`config.mk`:
```
export PLATFORM = sky130hd
export DESIGN_NAME = rational_polynomial_mul_div_unit
export DESIGN_NICKNAME = d
export VERILOG_FILES = /design/src/rtl/rpmd_pkg.sv /design/src/rtl/rpmd_ram.sv /design/src/rtl/rpmd_ctrl.sv /design/src/rtl/rpmd_datapath.sv /design/src/rtl/rational_polynomial_mul_div_unit.sv
export SDC_FILE = /design/constraint.sdc
export NUM_CORES = 2
export LEC_CHECK = 0
export ABC_AREA = 1
export ABC_CLOCK_PERIOD_IN_PS = 6200
export BUFFER_PORTS_ARGS = -buffer_cell sky130_fd_sc_hd__clkbuf_2
export CAP_MARGIN = 20
export CORE_ASPECT_RATIO = 0.9
export CORE_MARGIN = 2
export CORE_UTILIZATION = 40
export DETAILED_ROUTE_END_ITERATION = 7
export PLACE_DENSITY_LB_ADDON = 0.3
export SLEW_MARGIN = 20
export SYNTH_ARGS = -nofsm -noshare
export SYNTH_HDL_FRONTEND = slang
export SYNTH_HIERARCHICAL = 1
export SYNTH_SLANG_ARGS = --single-unit
```
`constraint.sdc`:
```
create_clock -name clk_i -period 6.2 [get_ports clk_i]
set_input_delay 0.62 -clock clk_i [delete_from_list [all_inputs] [get_ports clk_i]]
set_output_delay 0.62 -clock clk_i [all_outputs]
set_load 0.02 [all_outputs]
```
`src/rtl/rpmd_pkg.sv`:
```
`timescale 1ns / 1ps
// ----------------------------------------------------------------------------
// rpmd_pkg
// Shared types and codes of the rational polynomial multiply/divide unit.
// ----------------------------------------------------------------------------
package rpmd_pkg;

  localparam int FUNC_W     = 2;
  localparam int SEL_W      = 2;
  localparam int IN_IDX_W   = 3;
  localparam int VALUE_IN_W = 16;
  localparam int LEN_W      = 4;   // lengths 1..8, index+1 of a 3-bit index
  localparam int TIDX_W     = 4;   // coefficient / term index inside the block
  localparam int TERM_W     = 35;
  localparam int NUM_POLYS  = 4;

  typedef logic [FUNC_W-1:0] func_t;
  typedef logic [SEL_W-1:0]  sel_t;

  localparam func_t FUNC_LOAD     = 2'd0;
  localparam func_t FUNC_PRODUCT  = 2'd1;
  localparam func_t FUNC_QUOTIENT = 2'd2;
  localparam func_t FUNC_UNUSED   = 2'd3;  // accepted and ignored

  localparam sel_t SEL_A_NUM = 2'd0;
  localparam sel_t SEL_A_DEN = 2'd1;
  localparam sel_t SEL_B_NUM = 2'd2;
  localparam sel_t SEL_B_DEN = 2'd3;

  // cycles between the last read issue and the last result strobe, minus one
  localparam logic [1:0] DRAIN_CYCLES = 2'd2;

  // flags that travel with one coefficient pair down the datapath
  typedef struct packed {
    logic              valid;
    logic              first;     // first pair of a term: restart accumulator
    logic              last;      // last pair of a term: emit
    logic              part;      // 0 numerator, 1 denominator
    logic [TIDX_W-1:0] term;
    logic              fin;       // final term of the run
  } tag_t;

  typedef struct packed {
    logic              ld_en;
    sel_t              ld_sel;
    logic [TIDX_W-1:0] ld_idx;
    logic [VALUE_IN_W-1:0] ld_value;
    logic              ld_last;
    sel_t              rd_a_sel;
    logic [TIDX_W-1:0] rd_a_idx;
    sel_t              rd_b_sel;
    logic [TIDX_W-1:0] rd_b_idx;
    tag_t              tag;
  } cmd_t;

  typedef struct packed {
    logic [NUM_POLYS-1:0][LEN_W-1:0] len;
  } sts_t;

endpackage

```
`src/rtl/rpmd_ram.sv`:
```
`timescale 1ns / 1ps
// ----------------------------------------------------------------------------
// rpmd_ram
// Generic single-write, single-read RAM with registered read data.
// ----------------------------------------------------------------------------
module rpmd_ram #(
  parameter int WIDTH = 16,
  parameter int DEPTH = 32
) (
  input  logic                     clk_i,
  input  logic                     we_i,
  input  logic [$clog2(DEPTH)-1:0] waddr_i,
  input  logic [WIDTH-1:0]         wdata_i,
  input  logic                     re_i,
  input  logic [$clog2(DEPTH)-1:0] raddr_i,
  output logic [WIDTH-1:0]         rdata_o
);

  logic [WIDTH-1:0] mem_q [DEPTH];
  logic [WIDTH-1:0] rdata_q;

  always_ff @(posedge clk_i) begin
    if (we_i) begin
      mem_q[waddr_i] <= wdata_i;
    end
    if (re_i) begin
      rdata_q <= mem_q[raddr_i];
    end
  end

  assign rdata_o = rdata_q;

endmodule

```
`src/rtl/rpmd_ctrl.sv`:
```
`timescale 1ns / 1ps
// ----------------------------------------------------------------------------
// rpmd_ctrl
// Command sequencer: decodes loads and walks the convolution index space.
// ----------------------------------------------------------------------------
module rpmd_ctrl import rpmd_pkg::*; (
  input  logic                  clk_i,
  input  logic                  rst_ni,
  input  logic                  start_i,
  input  func_t                 func_i,
  input  sel_t                  operand_sel_i,
  input  logic [IN_IDX_W-1:0]   coef_index_i,
  input  logic [VALUE_IN_W-1:0] coef_value_i,
  input  logic                  last_coef_i,
  input  sts_t                  sts_i,
  output cmd_t                  cmd_o,
  output logic                  busy_o
);

  typedef enum logic [2:0] {
    ST_IDLE  = 3'b001,
    ST_RUN   = 3'b010,
    ST_DRAIN = 3'b100
  } state_e;

  state_e            state_q, state_d;
  logic              quot_q, quot_d;
  logic              part_q, part_d;
  logic              first_q, first_d;
  logic [TIDX_W-1:0] k_q, k_d;
  logic [TIDX_W-1:0] i_q, i_d;
  logic [1:0]        drain_q, drain_d;

  sel_t              pa, pb;
  logic [LEN_W-1:0]  la, lb, la_m1, i_hi;
  logic [TIDX_W:0]   lr_m1, k_nx;
  logic [TIDX_W-1:0] i_lo_nx;
  logic              i_at_hi, k_at_end, accept;

  assign accept = start_i && (state_q == ST_IDLE);
  assign busy_o = (state_q != ST_IDLE);

  always_comb begin
    if (part_q) begin
      pa = SEL_A_DEN;
      pb = quot_q ? SEL_B_NUM : SEL_B_DEN;
    end else begin
      pa = SEL_A_NUM;
      pb = quot_q ? SEL_B_DEN : SEL_B_NUM;
    end
  end

  assign la       = sts_i.len[pa];
  assign lb       = sts_i.len[pb];
  assign la_m1    = la - LEN_W'(1);
  assign lr_m1    = {1'b0, la} + {1'b0, lb} - (TIDX_W+1)'(2);
  // upper bound of i for the current k: min(la-1, k)
  assign i_hi     = (k_q < la_m1) ? k_q : la_m1;
  assign i_at_hi  = (i_q == i_hi);
  assign k_at_end = ({1'b0, k_q} == lr_m1);
  // lower bound of i for k+1: max(0, k+1-lb+1)
  assign k_nx     = {1'b0, k_q} + (TIDX_W+1)'(1);
  assign i_lo_nx  = (k_nx >= {1'b0, lb}) ?
                    TIDX_W'(k_nx - {1'b0, lb} + (TIDX_W+1)'(1)) : '0;

  always_comb begin
    cmd_o           = '0;
    cmd_o.ld_en     = 1'b0;
    cmd_o.ld_sel    = operand_sel_i;
    cmd_o.ld_idx    = TIDX_W'(coef_index_i);
    cmd_o.ld_value  = coef_value_i;
    cmd_o.ld_last   = last_coef_i;
    cmd_o.rd_a_sel  = pa;
    cmd_o.rd_a_idx  = i_q;
    cmd_o.rd_b_sel  = pb;
    cmd_o.rd_b_idx  = k_q - i_q;
    cmd_o.tag.valid = (state_q == ST_RUN);
    cmd_o.tag.first = first_q;
    cmd_o.tag.last  = i_at_hi;
    cmd_o.tag.part  = part_q;
    cmd_o.tag.term  = k_q;
    cmd_o.tag.fin   = part_q && k_at_end && i_at_hi;
    if (accept && (func_i == FUNC_LOAD)) begin
      cmd_o.ld_en = 1'b1;
    end
  end

  always_comb begin
    state_d = state_q;
    quot_d  = quot_q;
    part_d  = part_q;
    first_d = first_q;
    k_d     = k_q;
    i_d     = i_q;
    drain_d = drain_q;
    case (state_q)
      ST_IDLE: begin
        if (accept) begin
          case (func_i)
            FUNC_PRODUCT, FUNC_QUOTIENT: begin
              state_d = ST_RUN;
              quot_d  = (func_i == FUNC_QUOTIENT);
              part_d  = 1'b0;
              first_d = 1'b1;
              k_d     = '0;
              i_d     = '0;
            end
            default: ;
          endcase
        end
      end
      ST_RUN: begin
        first_d = 1'b0;
        if (i_at_hi) begin
          first_d = 1'b1;
          if (k_at_end) begin
            k_d = '0;
            i_d = '0;
            if (part_q) begin
              state_d = ST_DRAIN;
              drain_d = DRAIN_CYCLES - 2'd1;
            end else begin
              part_d = 1'b1;
            end
          end else begin
            k_d = k_nx[TIDX_W-1:0];
            i_d = i_lo_nx;
          end
        end else begin
          i_d = i_q + TIDX_W'(1);
        end
      end
      ST_DRAIN: begin
        if (drain_q == 2'd0) begin
          state_d = ST_IDLE;
        end else begin
          drain_d = drain_q - 2'd1;
        end
      end
      default: state_d = ST_IDLE;
    endcase
  end

  always_ff @(posedge clk_i or negedge rst_ni) begin
    if (!rst_ni) begin
      state_q <= ST_IDLE;
      quot_q  <= 1'b0;
      part_q  <= 1'b0;
      first_q <= 1'b0;
      k_q     <= '0;
      i_q     <= '0;
      drain_q <= '0;
    end else begin
      state_q <= state_d;
      quot_q  <= quot_d;
      part_q  <= part_d;
      first_q <= first_d;
      k_q     <= k_d;
      i_q     <= i_d;
      drain_q <= drain_d;
    end
  end

endmodule

```
`src/rtl/rpmd_datapath.sv`:
```
`timescale 1ns / 1ps
// ----------------------------------------------------------------------------
// rpmd_datapath
// Coefficient store, lengths, multiplier and accumulator with result register.
// ----------------------------------------------------------------------------
module rpmd_datapath import rpmd_pkg::*; #(
  parameter int MAX_TERMS  = 8,
  parameter int COEF_WIDTH = 16
) (
  input  logic                 clk_i,
  input  logic                 rst_ni,
  input  cmd_t                 cmd_i,
  output sts_t                 sts_o,
  output logic                 strobe_o,
  output logic                 part_o,
  output logic [TIDX_W-1:0]    term_index_o,
  output logic [TERM_W-1:0]    term_value_o,
  output logic                 last_result_o
);

  localparam int IDX_W  = (MAX_TERMS > 1) ? $clog2(MAX_TERMS) : 1;
  localparam int ADDR_W = SEL_W + IDX_W;
  localparam int DEPTH  = NUM_POLYS << IDX_W;
  localparam int PROD_W = 2 * COEF_WIDTH;
  localparam int PEXT_W = (PROD_W > TERM_W) ? PROD_W : TERM_W;
  localparam int VEXT_W = (COEF_WIDTH > VALUE_IN_W) ? COEF_WIDTH : VALUE_IN_W;

  logic [NUM_POLYS-1:0][LEN_W-1:0] len_q;
  logic                     ld_ok;
  logic [VEXT_W-1:0]        value_ext;
  logic [COEF_WIDTH-1:0]    wdata, rdata_a, rdata_b;
  logic [ADDR_W-1:0]        waddr, raddr_a, raddr_b;
  tag_t                     s1_q, s2_q;
  logic signed [PROD_W-1:0] prod_q;
  logic [PEXT_W-1:0]        prod_wide;
  logic [TERM_W-1:0]        prod_ext, acc_q, acc_d;
  logic                     strobe_q, part_q, last_q;
  logic [TIDX_W-1:0]        term_q;
  logic [TERM_W-1:0]        value_q;

  assign ld_ok     = cmd_i.ld_en && (int'(cmd_i.ld_idx) < MAX_TERMS);
  assign value_ext = VEXT_W'($signed(cmd_i.ld_value));
  assign wdata     = value_ext[COEF_WIDTH-1:0];
  assign waddr     = {cmd_i.ld_sel, cmd_i.ld_idx[IDX_W-1:0]};
  assign raddr_a   = {cmd_i.rd_a_sel, cmd_i.rd_a_idx[IDX_W-1:0]};
  assign raddr_b   = {cmd_i.rd_b_sel, cmd_i.rd_b_idx[IDX_W-1:0]};

  // two copies of the store so both factors of a pair read in the same cycle
  rpmd_ram #(.WIDTH(COEF_WIDTH), .DEPTH(DEPTH)) u_ram_a (
    .clk_i   (clk_i),
    .we_i    (ld_ok),
    .waddr_i (waddr),
    .wdata_i (wdata),
    .re_i    (cmd_i.tag.valid),
    .raddr_i (raddr_a),
    .rdata_o (rdata_a)
  );

  rpmd_ram #(.WIDTH(COEF_WIDTH), .DEPTH(DEPTH)) u_ram_b (
    .clk_i   (clk_i),
    .we_i    (ld_ok),
    .waddr_i (waddr),
    .wdata_i (wdata),
    .re_i    (cmd_i.tag.valid),
    .raddr_i (raddr_b),
    .rdata_o (rdata_b)
  );

  always_ff @(posedge clk_i or negedge rst_ni) begin
    if (!rst_ni) begin
      for (int p = 0; p < NUM_POLYS; p++) begin
        len_q[p] <= LEN_W'(1);
      end
    end else if (ld_ok && cmd_i.ld_last) begin
      len_q[cmd_i.ld_sel] <= LEN_W'(cmd_i.ld_idx) + LEN_W'(1);
    end
  end

  assign sts_o.len = len_q;

  // multiply stage
  always_ff @(posedge clk_i) begin
    prod_q <= $signed(rdata_a) * $signed(rdata_b);
  end

  // sums wrap modulo 2^TERM_W
  assign prod_wide = PEXT_W'(prod_q);
  assign prod_ext  = prod_wide[TERM_W-1:0];
  assign acc_d     = s2_q.first ? prod_ext : acc_q + prod_ext;

  always_ff @(posedge clk_i or negedge rst_ni) begin
    if (!rst_ni) begin
      s1_q     <= '0;
      s2_q     <= '0;
      strobe_q <= 1'b0;
    end else begin
      s1_q     <= cmd_i.tag;
      s2_q     <= s1_q;
      strobe_q <= s2_q.valid && s2_q.last;
    end
  end

  always_ff @(posedge clk_i) begin
    if (s2_q.valid) begin
      acc_q <= acc_d;
    end
    if (s2_q.valid && s2_q.last) begin
      part_q  <= s2_q.part;
      term_q  <= s2_q.term;
      value_q <= acc_d;
      last_q  <= s2_q.fin;
    end
  end

  assign strobe_o      = strobe_q;
  assign part_o        = part_q;
  assign term_index_o  = term_q;
  assign term_value_o  = value_q;
  assign last_result_o = last_q;

endmodule

```
`src/rtl/rational_polynomial_mul_div_unit.sv`:
```
`timescale 1ns / 1ps
// ----------------------------------------------------------------------------
// rational_polynomial_mul_div_unit
// Product or quotient of two rational transfer functions by convolution.
// ----------------------------------------------------------------------------
// Usage:
//   A command is transferred when start is high and busy is low.
//   func 0 loads one coefficient (A num, A den, B num, B den selected by
//   operand_sel_i, highest power at index 0); last_coef_i sets that
//   polynomial's length. busy stays low during a load, so loads stream
//   at one per cycle.
//   func 1 (product) and func 2 (quotient) raise busy and emit the
//   numerator terms, then the denominator terms, highest power first, one
//   per strobe_o pulse; last_result_o marks the final denominator term.
//   A compute walks one coefficient pair per cycle through a two-copy
//   coefficient store, a registered multiplier and an accumulator; each
//   result passes the store's read register, the product register and
//   the result register before its strobe. busy falls in the cycle of the
//   last result strobe.
//   Results are not held: each strobe is a single-cycle transfer.
//   Reset sets every polynomial length to one; stored coefficients are
//   not cleared and must be loaded before use.
// ----------------------------------------------------------------------------
module rational_polynomial_mul_div_unit import rpmd_pkg::*; #(
  parameter int MAX_TERMS  = 8,
  parameter int COEF_WIDTH = 16
) (
  input  logic                  clk_i,
  input  logic                  rst_ni,
  input  logic                  start,
  output logic                  busy,
  input  logic [FUNC_W-1:0]     func_i,
  input  logic [SEL_W-1:0]      operand_sel_i,
  input  logic [IN_IDX_W-1:0]   coef_index_i,
  input  logic [VALUE_IN_W-1:0] coef_value_i,
  input  logic                  last_coef_i,
  output logic                  strobe_o,
  output logic                  part_o,
  output logic [TIDX_W-1:0]     term_index_o,
  output logic [TERM_W-1:0]     term_value_o,
  output logic                  last_result_o
);

  cmd_t cmd;
  sts_t sts;

  rpmd_ctrl u_ctrl (
    .clk_i         (clk_i),
    .rst_ni        (rst_ni),
    .start_i       (start),
    .func_i        (func_i),
    .operand_sel_i (operand_sel_i),
    .coef_index_i  (coef_index_i),
    .coef_value_i  (coef_value_i),
    .last_coef_i   (last_coef_i),
    .sts_i         (sts),
    .cmd_o         (cmd),
    .busy_o        (busy)
  );

  rpmd_datapath #(
    .MAX_TERMS  (MAX_TERMS),
    .COEF_WIDTH (COEF_WIDTH)
  ) u_datapath (
    .clk_i         (clk_i),
    .rst_ni        (rst_ni),
    .cmd_i         (cmd),
    .sts_o         (sts),
    .strobe_o      (strobe_o),
    .part_o        (part_o),
    .term_index_o  (term_index_o),
    .term_value_o  (term_value_o),
    .last_result_o (last_result_o)
  );

endmodule
```
==> flow_metrics.env <==
export IMPL_hpwl_mm=97.4
export IMPL_ioPinCount=70
export IMPL_reg2reg_to="u_datapath/prod_q[19]"
export IMPL_syn_inst=5998
export IMPL_crit_slowest_cell="edfxtp_1"
export IMPL_die_y_um=379
export IMPL_antenna_found_initial=1
export IMPL_finalCritPeriodShare=0.951
export IMPL_crit_top_cell="fa_1"
export IMPL_routed_wl_met2_mm=71.4
export IMPL_critPathCaptureType="flop"
export IMPL_placed_area_um2=64500
export IMPL_design_core_area_um2=155000
export IMPL_fin_ws_ns=0.306
export IMPL_finalHoldViolations=0
export IMPL_rr_worst_depth=17
export IMPL_grt_pass1_wl_mm=241
export IMPL_crit_start="u_datapath/u_ram_a/rdata_o[10]"
export IMPL_yosysWarnings=6
export IMPL_status="completed"
export IMPL_path_clk_slew_ns=0.06
export IMPL_wire_per_inst_um=19.2
export IMPL_start_util=0.403
export IMPL_htree_levels=4
export IMPL_hold_slack_ns=0.174
export IMPL_clkSinkCount=1215
export IMPL_worstSetupEndpoint="u_datapath/prod_q[19]"
export IMPL_cp_max_fo=16
export IMPL_grt_pass1_vias=40100
export IMPL_drive_above_1_share=0.0806
export IMPL_crit_family="adder cells"
export IMPL_place_ws_ns=0.257
export IMPL_cts_buffers=130
export IMPL_grt_max_degree=173
export IMPL_port_buffers=69
export IMPL_tightest_slew_ns=1.11
export IMPL_maxSlewViolCount=0
export IMPL_min_period_ns=5.89
export IMPL_via_per_inst=5.07
export IMPL_worst_ep_arrival_time_ns=6.52
export IMPL_cts_tree="yes"
export IMPL_area_growth_pct=10.1
export IMPL_critPathKind="reg2reg"
export IMPL_start_kind="flop"
export IMPL_drt_pass1_iterations=8
export IMPL_cts_path_max_buffers=3
export IMPL_cp_required_ns=6.83
export IMPL_cts_root_buf="clkbuf_16"
export IMPL_track_usage=0.199
export IMPL_ff_latch_area_um2=35900
export IMPL_achievable_frequency_mhz=170
export IMPL_grt_overflow_total=0
export IMPL_max_stage_delay_ns=0.76
export IMPL_top_layer_used="met4"
export IMPL_multiInputGateArea_um2=22300
export IMPL_gp_congestion=0.905
export IMPL_max_cap_viol_count=0
export IMPL_fin_worst_skew_ns=0.0533
export IMPL_drc=0
export IMPL_die_area_um2=159000
export IMPL_worst_path_stages=17
export IMPL_postLayoutCellArea_um2=68800
export IMPL_die_w_um=420
export IMPL_drt_total_wl_mm=158
export IMPL_setup_viol=0
export IMPL_ctsResizeCount=0
export IMPL_cp_num_buf_inv=3
export IMPL_r2r_slack_ns=0.31
export IMPL_worstReg2RegStart="u_datapath/u_ram_a/rdata_o[10]"
export IMPL_num_fill_cells=14500
export IMPL_clk_latency_ns=0.78
export IMPL_path_cells="nand2_1 -> fa_1 -> fa_1 -> inv_1 -> fa_1 -> fa_1 -> fa_1 -> inv_1 -> fa_1 -> inv_1 -> ha_1 -> nand2_1 -> nor2_1 -> nand2_1 -> nand3_1 -> a21oi_1 -> xnor2_1"
export IMPL_vias=41600
export IMPL_hold_class="in2reg"
export IMPL_drt_initial_drc_count=4000
export IMPL_rows=137
export IMPL_slew_headroom=0.262
export IMPL_route_met3_wl_mm=10.8
export IMPL_synth_area_um2=62400
export IMPL_wl_met1_mm=71.5
export IMPL_syn_avg_cell_area_um2=10.4
export IMPL_ant_nets=0
export IMPL_grt_setup_unrepaired="no"
export IMPL_fin_nets=6467
export IMPL_fin_tns_setup_ns=0
area by class of cell:
| type | count | share of cell area |
|---|---|---|
| repair buffers | 218 | 0.0216 |
| clock inverters | 70 | 0.0120 |
| clock buffers | 156 | 0.0490 |
| diodes | 2 | 0.0000728 |
| inverters | 587 | 0.0326 |
| multi-input cells | 3880 | 0.324 |
| flip-flops and latches | 1215 | 0.523 |
| well taps | 2085 | 0.0379 |
worst min path at each step:
stage	startpoint	slack, ns	to	cells past startpoint
4_1_cts	start	0.12	u_ctrl/state_q[0]	4
6_report	start	0.17	u_ctrl/state_q[0]	4
3_3_place_gp	u_datapath/s1_q[2]	0.33	u_datapath/s2_q[2]	0
3_5_place_dp	u_datapath/s1_q[6]	0.34	u_datapath/s2_q[6]	0
2_1_floorplan	rst_ni	0.32	u_ctrl/drain_q[0]	0
5_1_grt	start	0.17	u_ctrl/state_q[0]	4
worst reg2reg max path: stages, from the launching register on:
cell      delay [ns]
edfxtp_1        0.76
nand2_1         0.19
fa_1            0.52
fa_1            0.56
inv_1           0.06
fa_1            0.48
fa_1            0.53
fa_1            0.50
inv_1           0.05
fa_1            0.48
inv_1           0.04
ha_1            0.34
nand2_1         0.12
nor2_1          0.35
nand2_1         0.15
nand3_1         0.25
a21oi_1         0.12
xnor2_1         0.28
cells in the final DEF (no fill, tap or decap), drive strengths merged:
cell type / n
nand2: 2093
edfxtp: 1132
nand3: 895
inv: 593
fa: 266
clkbuf: 225
nor2: 196
buf: 148
ha: 142
a21oi: 76
clkinv: 52
dfrtp: 46
o21ai: 46
dfxtp: 32
xor2: 29
nand4: 24
xnor2: 23
nor3: 18
o21bai: 14
or2: 13
nand3b: 12
mux2: 12
bufinv: 9
dfstp: 5
clkinvlp: 3
a21o: 3
conb: 3
a31oi: 3
diode: 2
mux2i: 2
o211ai: 2
a21boi: 2
dlygate4sd3: 1
and2: 1
nor3b: 1
a311oi: 1
o31ai: 1
nor4: 1
and3: 1
timing repair:
| item | CTS | global route |
|---|---|---|
| setup endpoints to repair | 0 | 2 |
| hold buffers | 1 | 0 |
| setup buffers | 0 | 7 |
| hold endpoints to repair | 46 | 0 |
flip-flops by register name (all words and copies together) (netlist names), 2 cells and up:
register	count
u_ctrl/i_q	4
u_datapath/term_value_o	35
u_datapath/u_ram_a/mem_q	512
u_datapath/term_index_o	4
u_datapath/u_ram_b/rdata_o	16
u_datapath/sts_o	16
u_datapath/u_ram_a/rdata_o	16
u_ctrl/k_q	4
u_datapath/acc_q	35
u_ctrl/state_q	3
u_ctrl/drain_q	2
u_datapath/s2_q	9
u_datapath/s1_q	9
u_datapath/u_ram_b/mem_q	512
u_datapath/prod_q	32
metal layers:
layer,vias to the layer above,global-route usage
met2,1396,0.308
met3,217,0.0299
met4,0,0.0622
met5,-,0
met1,20300,0.288
li1,19800,-
per-stage QoR:
step	util	cells
final	0.444	8213
after global routing	0.444	8211
after CTS	0.443	8204
after detailed placement	0.416	7977
after global placement	0.416	7977
after floorplan	-	5999
Power is left out: the tool's default activity adds up to more than one toggle a clock period on the data nets, which glitch-free logic cannot reach.
